==> src/hdl/lpp_pkg.sv <==
package lpp_pkg;

  localparam int READING_BITS = 16;

  localparam int THR_BITS   = 18;
  localparam int REF_BITS   = 8;
  localparam int DIVR_BITS  = 8;
  localparam int LIMIT_BITS = 12;
  localparam int CFG_BITS   = 18;
  localparam int CFG_IDX_BITS = 3;

  localparam int ERR_BITS    = 9;
  localparam int EFFORT_BITS = 13;
  localparam int POS_BITS    = 8;
  localparam int OPND_BITS   = 12;
  localparam int QUOT_BITS   = 11;
  localparam int CNT_BITS    = 4;
  localparam int PC_BITS     = 4;

  localparam logic [CNT_BITS-1:0] POS_ITERS_M1 = CNT_BITS'(POS_BITS - 1);
  localparam logic [CNT_BITS-1:0] PID_ITERS_M1 = CNT_BITS'(QUOT_BITS - 1);

  localparam logic [POS_BITS-1:0]   POS_MAX = POS_BITS'(200);
  localparam logic [THR_BITS-1:0]   THR_RESET = '0;
  localparam logic [REF_BITS-1:0]   REF_RESET = REF_BITS'(100);
  localparam logic [DIVR_BITS-1:0]  DIVR_RESET = DIVR_BITS'(1);
  localparam logic [LIMIT_BITS-1:0] LIMIT_RESET = LIMIT_BITS'(2200);

  typedef enum logic [CFG_IDX_BITS-1:0] {
    CFG_THRESHOLD = 3'd0,
    CFG_REFERENCE = 3'd1,
    CFG_PROP_DIV  = 3'd2,
    CFG_INTEG_DIV = 3'd3,
    CFG_DERIV_DIV = 3'd4,
    CFG_LIMIT     = 3'd5
  } cfg_reg_e;

  typedef enum logic [2:0] {
    UOP_WAIT,
    UOP_LOAD,
    UOP_DIV,
    UOP_ERR,
    UOP_ACC,
    UOP_EMIT
  } uop_e;

  typedef enum logic [1:0] {
    SRC_POS,
    SRC_PROP,
    SRC_INTEG,
    SRC_DERIV
  } src_e;

  typedef enum logic [1:0] {
    HOLD_NONE,
    HOLD_REQ,
    HOLD_CNT,
    HOLD_OUT
  } hold_e;

  typedef struct packed {
    uop_e               op;
    src_e               src;
    hold_e              hold;
    logic [PC_BITS-1:0] nxt;
  } ucode_t;

  typedef struct packed {
    logic load;
    logic step;
  } div_ctrl_t;

  function automatic ucode_t ucode(logic [PC_BITS-1:0] addr);
    ucode_t w;
    case (addr)
      4'd0:    w = '{UOP_WAIT, SRC_POS,   HOLD_REQ,  4'd1};
      4'd1:    w = '{UOP_LOAD, SRC_POS,   HOLD_NONE, 4'd2};
      4'd2:    w = '{UOP_DIV,  SRC_POS,   HOLD_CNT,  4'd3};
      4'd3:    w = '{UOP_ERR,  SRC_POS,   HOLD_NONE, 4'd4};
      4'd4:    w = '{UOP_LOAD, SRC_PROP,  HOLD_NONE, 4'd5};
      4'd5:    w = '{UOP_DIV,  SRC_PROP,  HOLD_CNT,  4'd6};
      4'd6:    w = '{UOP_ACC,  SRC_PROP,  HOLD_NONE, 4'd7};
      4'd7:    w = '{UOP_LOAD, SRC_INTEG, HOLD_NONE, 4'd8};
      4'd8:    w = '{UOP_DIV,  SRC_INTEG, HOLD_CNT,  4'd9};
      4'd9:    w = '{UOP_ACC,  SRC_INTEG, HOLD_NONE, 4'd10};
      4'd10:   w = '{UOP_LOAD, SRC_DERIV, HOLD_NONE, 4'd11};
      4'd11:   w = '{UOP_DIV,  SRC_DERIV, HOLD_CNT,  4'd12};
      4'd12:   w = '{UOP_ACC,  SRC_DERIV, HOLD_NONE, 4'd13};
      4'd13:   w = '{UOP_EMIT, SRC_POS,   HOLD_OUT,  4'd0};
      default: w = '{UOP_WAIT, SRC_POS,   HOLD_NONE, 4'd0};
    endcase
    return w;
  endfunction

endpackage

==> src/hdl/lpp_divider.sv <==
module lpp_divider #(
  parameter int RW = lpp_pkg::READING_BITS + 3,
  parameter int QW = lpp_pkg::QUOT_BITS
) (
  input  logic                clk_i,
  input  lpp_pkg::div_ctrl_t  ctrl_i,
  input  logic [RW-1:0]       rem_i,
  input  logic [QW-1:0]       dq_i,
  input  logic [RW-2:0]       den_i,
  output logic [QW-1:0]       quot_o
);

  logic [RW-1:0] rem_q, rem_d;
  logic [QW-1:0] dq_q, dq_d;
  logic [RW-2:0] den_q, den_d;
  logic [RW-1:0] trial;
  logic [RW-1:0] den_x;

  always_comb begin
    trial = {rem_q[RW-2:0], dq_q[QW-1]};
    den_x = {1'b0, den_q};
    rem_d = rem_q;
    dq_d  = dq_q;
    den_d = den_q;
    if (ctrl_i.load) begin
      rem_d = rem_i;
      dq_d  = dq_i;
      den_d = den_i;
    end else if (ctrl_i.step) begin
      if (trial >= den_x) begin
        rem_d = trial - den_x;
        dq_d  = {dq_q[QW-2:0], 1'b1};
      end else begin
        rem_d = trial;
        dq_d  = {dq_q[QW-2:0], 1'b0};
      end
    end
  end

  always_ff @(posedge clk_i) begin
    rem_q <= rem_d;
    dq_q  <= dq_d;
    den_q <= den_d;
  end

  assign quot_o = dq_q;

endmodule

==> src/hdl/line_position_pid_unit.sv <==
// Line-follower steering controller. Each request carries the three sensor
// periods; the block answers with one control effort and the position error.
// The result is offered once the program reaches its emit step and the result
// port is free; a new request is accepted only after that, at the wait step. A
// small microcode program steps one shared shift-subtract divider, one
// quotient bit per cycle, through the 8-bit position division and the three
// 11-bit term divisions (proportional, first and second difference).
// The next request is taken as soon as the program returns to its wait step,
// while the previous result may still sit in the output register. Register
// writes go through the plain write port and are meant for idle periods only.
module line_position_pid_unit #(
  parameter int READING_BITS = lpp_pkg::READING_BITS
) (
  input  logic                                  clk_i,
  input  logic                                  rst_ni,
  input  logic                                  cfg_we_i,
  input  logic [lpp_pkg::CFG_IDX_BITS-1:0]      cfg_idx_i,
  input  logic [lpp_pkg::CFG_BITS-1:0]          cfg_data_i,
  input  logic                                  in_valid_i,
  output logic                                  in_ready_o,
  input  logic [READING_BITS-1:0]               reading_left_i,
  input  logic [READING_BITS-1:0]               reading_center_i,
  input  logic [READING_BITS-1:0]               reading_right_i,
  output logic                                  out_valid_o,
  input  logic                                  out_ready_i,
  output logic signed [lpp_pkg::EFFORT_BITS-1:0] control_effort_o,
  output logic signed [lpp_pkg::ERR_BITS-1:0]    position_error_o
);

  localparam int SUM_W = READING_BITS + 2;
  localparam int NUM_W = READING_BITS + 9;
  localparam int REM_W = READING_BITS + 3;
  localparam int CMP_W = (SUM_W > lpp_pkg::THR_BITS) ? SUM_W : lpp_pkg::THR_BITS;
  localparam int QW    = lpp_pkg::QUOT_BITS;
  localparam int PW    = lpp_pkg::POS_BITS;
  localparam int EW    = lpp_pkg::EFFORT_BITS;
  localparam int OW    = lpp_pkg::OPND_BITS;

  logic [lpp_pkg::THR_BITS-1:0]   thr_q;
  logic [lpp_pkg::REF_BITS-1:0]   ref_q;
  logic [lpp_pkg::DIVR_BITS-1:0]  kp_q, ki_q, kd_q;
  logic [lpp_pkg::LIMIT_BITS-1:0] limit_q;

  logic [lpp_pkg::PC_BITS-1:0]  pc_q, pc_d;
  logic [lpp_pkg::CNT_BITS-1:0] cnt_q, cnt_d;
  lpp_pkg::ucode_t              uw;
  logic                         in_acc, out_free, hold;

  logic [SUM_W-1:0] sum_q, sum_d;
  logic [NUM_W-1:0] num_q, num_d;
  logic [NUM_W-1:0] cx, rx;

  logic signed [lpp_pkg::ERR_BITS-1:0] e0_q, e0_d, e1_q, e1_d, e2_q, e2_d;
  logic signed [lpp_pkg::ERR_BITS-1:0] err_q, err_d;
  logic signed [EW-1:0] last_q, last_d, acc_q, acc_d;
  logic signed [EW-1:0] eff_q, eff_d, eff_new, lmag;
  logic                 out_valid_q, out_valid_d;
  logic                 neg_q, neg_d;

  lpp_pkg::div_ctrl_t       dctl;
  logic [REM_W-1:0]         rem_init;
  logic [QW-1:0]            dq_init, quot;
  logic [REM_W-2:0]         den;
  logic [lpp_pkg::DIVR_BITS-1:0] kdiv;

  logic signed [OW-1:0] e0x, e1x, e2x, opnd, omag;
  logic [PW-1:0]        pos;
  logic [EW-1:0]        qx;

  always_ff @(posedge clk_i or negedge rst_ni) begin
    if (!rst_ni) begin
      thr_q   <= lpp_pkg::THR_RESET;
      ref_q   <= lpp_pkg::REF_RESET;
      kp_q    <= lpp_pkg::DIVR_RESET;
      ki_q    <= lpp_pkg::DIVR_RESET;
      kd_q    <= lpp_pkg::DIVR_RESET;
      limit_q <= lpp_pkg::LIMIT_RESET;
    end else if (cfg_we_i) begin
      case (cfg_idx_i)
        lpp_pkg::CFG_THRESHOLD: thr_q   <= cfg_data_i[lpp_pkg::THR_BITS-1:0];
        lpp_pkg::CFG_REFERENCE: ref_q   <= cfg_data_i[lpp_pkg::REF_BITS-1:0];
        lpp_pkg::CFG_PROP_DIV:  kp_q    <= cfg_data_i[lpp_pkg::DIVR_BITS-1:0];
        lpp_pkg::CFG_INTEG_DIV: ki_q    <= cfg_data_i[lpp_pkg::DIVR_BITS-1:0];
        lpp_pkg::CFG_DERIV_DIV: kd_q    <= cfg_data_i[lpp_pkg::DIVR_BITS-1:0];
        lpp_pkg::CFG_LIMIT:     limit_q <= cfg_data_i[lpp_pkg::LIMIT_BITS-1:0];
        default: ;
      endcase
    end
  end

  // sequencer
  always_comb begin
    uw         = lpp_pkg::ucode(pc_q);
    in_ready_o = (uw.op == lpp_pkg::UOP_WAIT);
    in_acc     = in_valid_i && in_ready_o;
    out_free   = !out_valid_q || out_ready_i;
    case (uw.hold)
      lpp_pkg::HOLD_REQ: hold = !in_acc;
      lpp_pkg::HOLD_CNT: hold = (cnt_q != '0);
      lpp_pkg::HOLD_OUT: hold = !out_free;
      default:           hold = 1'b0;
    endcase
    pc_d = hold ? pc_q : uw.nxt;
  end

  // operand selection
  always_comb begin
    e0x = OW'(e0_q);
    e1x = OW'(e1_q);
    e2x = OW'(e2_q);
    case (uw.src)
      lpp_pkg::SRC_PROP:  begin opnd = e0x;                              kdiv = kp_q; end
      lpp_pkg::SRC_INTEG: begin opnd = e0x - e1x;                        kdiv = ki_q; end
      lpp_pkg::SRC_DERIV: begin opnd = (e0x - (e1x <<< 1) + e2x) <<< 1;  kdiv = kd_q; end
      default:            begin opnd = '0;                               kdiv = kp_q; end
    endcase
    omag = opnd[OW-1] ? -opnd : opnd;
    if (uw.src == lpp_pkg::SRC_POS) begin
      rem_init = {2'b00, num_q[NUM_W-1:PW]};
      dq_init  = {num_q[PW-1:0], (QW-PW)'(0)};
      den      = sum_q;
    end else begin
      rem_init = '0;
      dq_init  = omag[QW-1:0];
      den      = (REM_W-1)'((kdiv == '0) ? lpp_pkg::DIVR_BITS'(1) : kdiv);
    end
    dctl.load = (uw.op == lpp_pkg::UOP_LOAD);
    dctl.step = (uw.op == lpp_pkg::UOP_DIV);
  end

  lpp_divider #(
    .RW(REM_W),
    .QW(QW)
  ) u_div (
    .clk_i (clk_i),
    .ctrl_i(dctl),
    .rem_i (rem_init),
    .dq_i  (dq_init),
    .den_i (den),
    .quot_o(quot)
  );

  // datapath
  always_comb begin
    cx = NUM_W'(reading_center_i);
    rx = NUM_W'(reading_right_i);
    sum_d = sum_q;
    num_d = num_q;
    cnt_d = cnt_q;
    neg_d = neg_q;
    e0_d  = e0_q;
    e1_d  = e1_q;
    e2_d  = e2_q;
    acc_d = acc_q;
    last_d = last_q;
    eff_d  = eff_q;
    err_d  = err_q;
    out_valid_d = out_valid_q && !out_ready_i;

    pos = (sum_q == '0) ? '0 : quot[PW-1:0];
    if (CMP_W'(sum_q) < CMP_W'(thr_q)) begin
      if (e0_q < 0) pos = '0;
      if (e0_q > 0) pos = lpp_pkg::POS_MAX;
    end

    qx = {(EW-QW)'(0), quot};

    lmag = last_q[EW-1] ? -last_q : last_q;
    if (lmag >= $signed({1'b0, limit_q})) begin
      if (last_q > 0)      eff_new = $signed({1'b0, limit_q});
      else if (last_q < 0) eff_new = -$signed({1'b0, limit_q});
      else                 eff_new = '0;
    end else begin
      eff_new = acc_q;
    end

    case (uw.op)
      lpp_pkg::UOP_WAIT: begin
        if (in_acc) begin
          sum_d = SUM_W'(reading_left_i) + SUM_W'(reading_center_i) +
                  SUM_W'(reading_right_i);
          num_d = (cx << 6) + (cx << 5) + (cx << 2) + (rx << 7) + (rx << 6) + (rx << 3);
        end
      end
      lpp_pkg::UOP_LOAD: begin
        cnt_d = (uw.src == lpp_pkg::SRC_POS) ? lpp_pkg::POS_ITERS_M1
                                             : lpp_pkg::PID_ITERS_M1;
        neg_d = opnd[OW-1];
      end
      lpp_pkg::UOP_DIV: begin
        if (cnt_q != '0) cnt_d = cnt_q - 1'b1;
      end
      lpp_pkg::UOP_ERR: begin
        e2_d  = e1_q;
        e1_d  = e0_q;
        e0_d  = $signed({1'b0, pos}) - $signed({1'b0, ref_q});
        acc_d = '0;
      end
      lpp_pkg::UOP_ACC: begin
        acc_d = neg_q ? acc_q - $signed(qx) : acc_q + $signed(qx);
      end
      lpp_pkg::UOP_EMIT: begin
        if (out_free) begin
          eff_d       = eff_new;
          err_d       = e0_q;
          last_d      = eff_new;
          out_valid_d = 1'b1;
        end
      end
      default: ;
    endcase
  end

  always_ff @(posedge clk_i or negedge rst_ni) begin
    if (!rst_ni) begin
      pc_q        <= '0;
      cnt_q       <= '0;
      e0_q        <= '0;
      e1_q        <= '0;
      e2_q        <= '0;
      last_q      <= '0;
      out_valid_q <= 1'b0;
    end else begin
      pc_q        <= pc_d;
      cnt_q       <= cnt_d;
      e0_q        <= e0_d;
      e1_q        <= e1_d;
      e2_q        <= e2_d;
      last_q      <= last_d;
      out_valid_q <= out_valid_d;
    end
  end

  always_ff @(posedge clk_i) begin
    sum_q <= sum_d;
    num_q <= num_d;
    neg_q <= neg_d;
    acc_q <= acc_d;
    eff_q <= eff_d;
    err_q <= err_d;
  end

  assign out_valid_o      = out_valid_q;
  assign control_effort_o = eff_q;
  assign position_error_o = err_q;

endmodule
==> config.mk <==
export PLATFORM = sky130hd
export DESIGN_NAME = line_position_pid_unit
export DESIGN_NICKNAME = d
export VERILOG_FILES = /design/src/hdl/lpp_pkg.sv /design/src/hdl/lpp_divider.sv /design/src/hdl/line_position_pid_unit.sv
export SDC_FILE = /design/constraint.sdc
export NUM_CORES = 1
export LEC_CHECK = 0
export BUFFER_PORTS_ARGS = -buffer_cell sky130_fd_sc_hd__buf_2
export CAP_MARGIN = 20
export CORE_MARGIN = 2
export CORE_UTILIZATION = 42
export CTS_CLUSTER_DIAMETER = 100
export DETAILED_ROUTE_END_ITERATION = 10
export GPL_TIMING_DRIVEN = 1
export MAX_ROUTING_LAYER = met4
export PLACE_DENSITY = 0.62
export RECOVER_POWER = 50
export SLEW_MARGIN = 10
export SYNTH_ARGS = -nofsm -noshare
export SYNTH_HDL_FRONTEND = slang
export SYNTH_SLANG_ARGS = --single-unit
==> constraint.sdc <==
create_clock -name clk_i -period 4.99 [get_ports clk_i]
set_clock_uncertainty 0.05 [all_clocks]
set_input_delay 0.998 -clock clk_i [delete_from_list [all_inputs] [get_ports clk_i]]
set_output_delay 0.998 -clock clk_i [all_outputs]
set_load 0.005 [all_outputs]
==> results by group <==
Cells and area
  • Final net count: 2,129
  • Layout cells sized above 1: 0.141
  • Most frequent cells in the layout: 194 x inv_1, 147 x nand2_1, 142 x ha_1
  • Area Growth Syn to Fin: 13.0%
  • Commonest non-fill, non-tap cell in the layout: inv_1
  • Final Non-Filler Cells: 2,373
  • Fillers: 3,686

Global routing
  • Initial antenna violation count: 3
  • Vias in the first global route: 12.6k
  • Total GRT Usage: 0.202
  • First-pass GRT wire length: 65,900 um
  • Largest net degree at the start of global routing: 53
  • GR Overflow Total: 0

Drt
  • DR iter-0 viols: 789
  • Via count: 12.6k
  • Post-route ant nets: 0
  • Drt total wl: 40,700 um
  • DRC: 0
  • TritonRoute pass-1 iters: 5
  • Via density per instance: 5.30
  • Wirelength per Cell: 17.2 um

Outcome
  • Status: finished with violations
  • Failing checks: capacitance limit, slew limit

Yosys
  • Syn Inst Count: 1,680
  • Synth area leaders: edfxtp_1 22%, dfrtp_1 15%, ha_1 10%
  • Syn avg cell area: 10.2 um^2
  • Seq/Total Area, Yosys: 0.382
  • Ys flop type: edfxtp_1
  • Unique masters post-synth: 80
  • Post-synthesis register bit count: 235
  • Async SR Flop Fraction: 0.472
  • EDFF count, synth: 124
  • Post-Syn Area: 17,100 um^2
  • Mapped Nets: 1,984
  • Yosys warnings: 0
  • Yosys top cell area share: 0.218
  • Area leader, netlist: edfxtp_1

STA
  • Fin crit period: 4.68 ns
  • Slew headroom: -0.576
  • RSZ-0062 raised after global routing: no
  • Final Hold Fails: 0
  • Final period utilization: 0.937
  • Worst-margin pin slew: 2.36 ns
  • Highest achievable clock rate: 214 MHz
  • Setup violators final: 0
  • Final Max Tran Viols: 218

Critical path
  • Critical path depth: 16
  • CP endpoint kind: flip-flop
  • Critical Path AT: 4.90 ns
  • Crit path cell chain: buf_2 -> inv_1 -> fa_1 -> fa_1 -> fa_1 -> inv_1 -> ha_1 -> nor2b_1 -> o21ai_0 -> a21oi_1 -> a41o_1 -> a21oi_1 -> nor2b_1 -> o41a_1 -> a221oi_1 -> xnor2_1
  • FF-to-FF Start: sum_q[7]$_DFFE_PP_
  • Crit path max-delay family: adder cells
  • Slowest cell on crit path: fa_1
  • Crit path from: reading_center_i[6]
  • Most used cell, CP: fa_1
  • Crit path max fanout: 4
  • Worst r2r dst: e0_q[7]$_DFFE_PN0N_
  • Worst setup path class: input port to flip-flop
  • Crit path to: num_q[22]$_DFFE_PP_
  • Slowest stage delay, CP: 0.54 ns
  • Worst Reg-to-Reg Cells: 19
  • Worst path bufs/invs: 3
  • Flop2flop setup slack: 0.58 ns
  • CP Data Required Time: 5.21 ns
  • Startpoint types: input port

Floorplanning
  • Core Rows: 73
  • I/O pin count: 98
  • Core Footprint: 39,900 um^2
  • Die Height: 206 um
  • Die width: 206 um
  • DIE AREA: 42,300 um^2
  • Starting Density: 0.428

Clock network
  • CTS resizes: 0
  • # clock sinks: 235
  • Register clock-pin slew on the reported worst setup and hold paths: 0.06 ns
  • Postcts setup bufs: 0
  • CTS H-tree depth: 1
  • Clk Latency, worst-skew pair: 0.54 ns
  • Number of buffers created by CTS: 27
  • Clock Path Buffers: 3
  • CTS tree: built
  • Hold_buf cts: 0
  • CTS root buffer: clkbuf_16

Run
  • Max_cap viols: 5

Worst hold path
  • Worst hold path type: flip-flop to flip-flop

Placed design
  • Hpwl dp: 31,700 um
  • Routability cong.: 0.857
  • Number of port buffers: 97
  • Inst Count DP: 2,321
## synthesized netlist by cell type (10+ instances only)
master    number
inv_1        194
nand2_1      147
ha_1         142
edfxtp_1     124
o21ai_0      122
dfrtp_1      101
a21oi_1       96
nor2_1        95
fa_1          88
xnor2_1       74
mux2_2        53
a21o_1        41
clkbuf_1      36
nor3_1        28
xor2_1        26
a31oi_1       24
nand3_1       21
nor2b_1       19
and2_1        17
nand2b_1      17
or3_1         16
o21a_1        14
and3_1        11
a211oi_1      10
dfstp_2       10
## logic make-up after synthesis
kind of cell | count (synthesis) | share of synthesized area
adders and majority gates | 230 | 0.207
buffers and inverters | 240 | 0.0540
AOI/OAI and AO/OA | 400 | 0.149
xor gates and xnor gates | 100 | 0.0513
DFF | 235 | 0.382
and+or+nand+nor | 415 | 0.117
muxes | 60 | 0.0401
## state kept, by name (all words and copies together), names as in the netlist, 4 cells and up
signal / cells
u_div.den_q: 18
e0_q: 9
control_effort_o: 13
kp_q: 8
num_q: 23
sum_q: 18
ki_q: 8
e1_q: 9
pc_q: 4
e2_q: 9
ref_q: 8
acc_q: 13
position_error_o: 9
u_div.rem_q: 18
thr_q: 18
last_q: 13
limit_q: 12
kd_q: 8
u_div.quot_o: 11
cnt_q: 4
## worst min-delay path, delay by kind of cell (launching register included)
kind	cells	cell delay (ns)
AO/OA/AOI/OAI	1	0.06
flip-flops	1	0.34
AND/OR/NAND/NOR	1	0.05
## per-stage QoR
step	setup TNS (ns)	instance area (um^2)	hold WS (ns)	utilization	worst slack (ns)
2_1_floorplan	0	17100	0.400	-	0.0454
3_3_place_gp	-0.697	18500	0.414	0.464	-0.228
3_5_place_dp	-0.712	18500	0.424	0.464	-0.236
4_1_cts	0	19400	0.370	0.486	0.320
5_1_grt	0	19300	0.468	0.483	0.0887
6_report	0	19300	0.433	0.483	0.315
## worst min-delay path by stage
| stage | from | end | slack [ns] | cells after the start |
|---|---|---|---|---|
| after floorplan | e2_q[1]$_DFFE_PN0N_ | e2_q[1]$_DFFE_PN0N_ | 0.40 | 2 |
| after global placement | e2_q[3]$_DFFE_PN0N_ | e2_q[3]$_DFFE_PN0N_ | 0.41 | 2 |
| after detailed placement | e2_q[5]$_DFFE_PN0N_ | e2_q[5]$_DFFE_PN0N_ | 0.42 | 2 |
| after CTS | rst_ni | e1_q[4]$_DFFE_PN0N_ | 0.37 | 1 |
| after global routing | e2_q[1]$_DFFE_PN0N_ | e2_q[1]$_DFFE_PN0N_ | 0.47 | 2 |
| final | e2_q[5]$_DFFE_PN0N_ | e2_q[5]$_DFFE_PN0N_ | 0.43 | 2 |
## layout make-up
cell class                 count  area (um^2)  area share
antenna                        3         7.51    0.000389
clock inverter                12         98.8     0.00512
timing repair buffer         162          905      0.0469
clock buffer                  37          744      0.0386
sequential                   235         6510       0.338
tap                          525          657      0.0341
inverter                     194          728      0.0377
multi-input combinational   1205         9640       0.500
## routing by layer
| metal | vias up | GRT usage | routed length [um] | share of wire |
|---|---|---|---|---|
| met2 | 271 | 0.313 | 18400 | 0.45 |
| met5 | - | - | 0 | 0 |
| met1 | 6082 | 0.287 | 19800 | 0.49 |
| met4 | 0 | 0.0388 | 595 | 0.015 |
| li1 | 6175 | - | - | - |
| met3 | 49 | 0.0231 | 1890 | 0.046 |
Power is left out: the tool's default activity adds up to more than one toggle a clock period on the data nets, which glitch-free logic cannot reach.
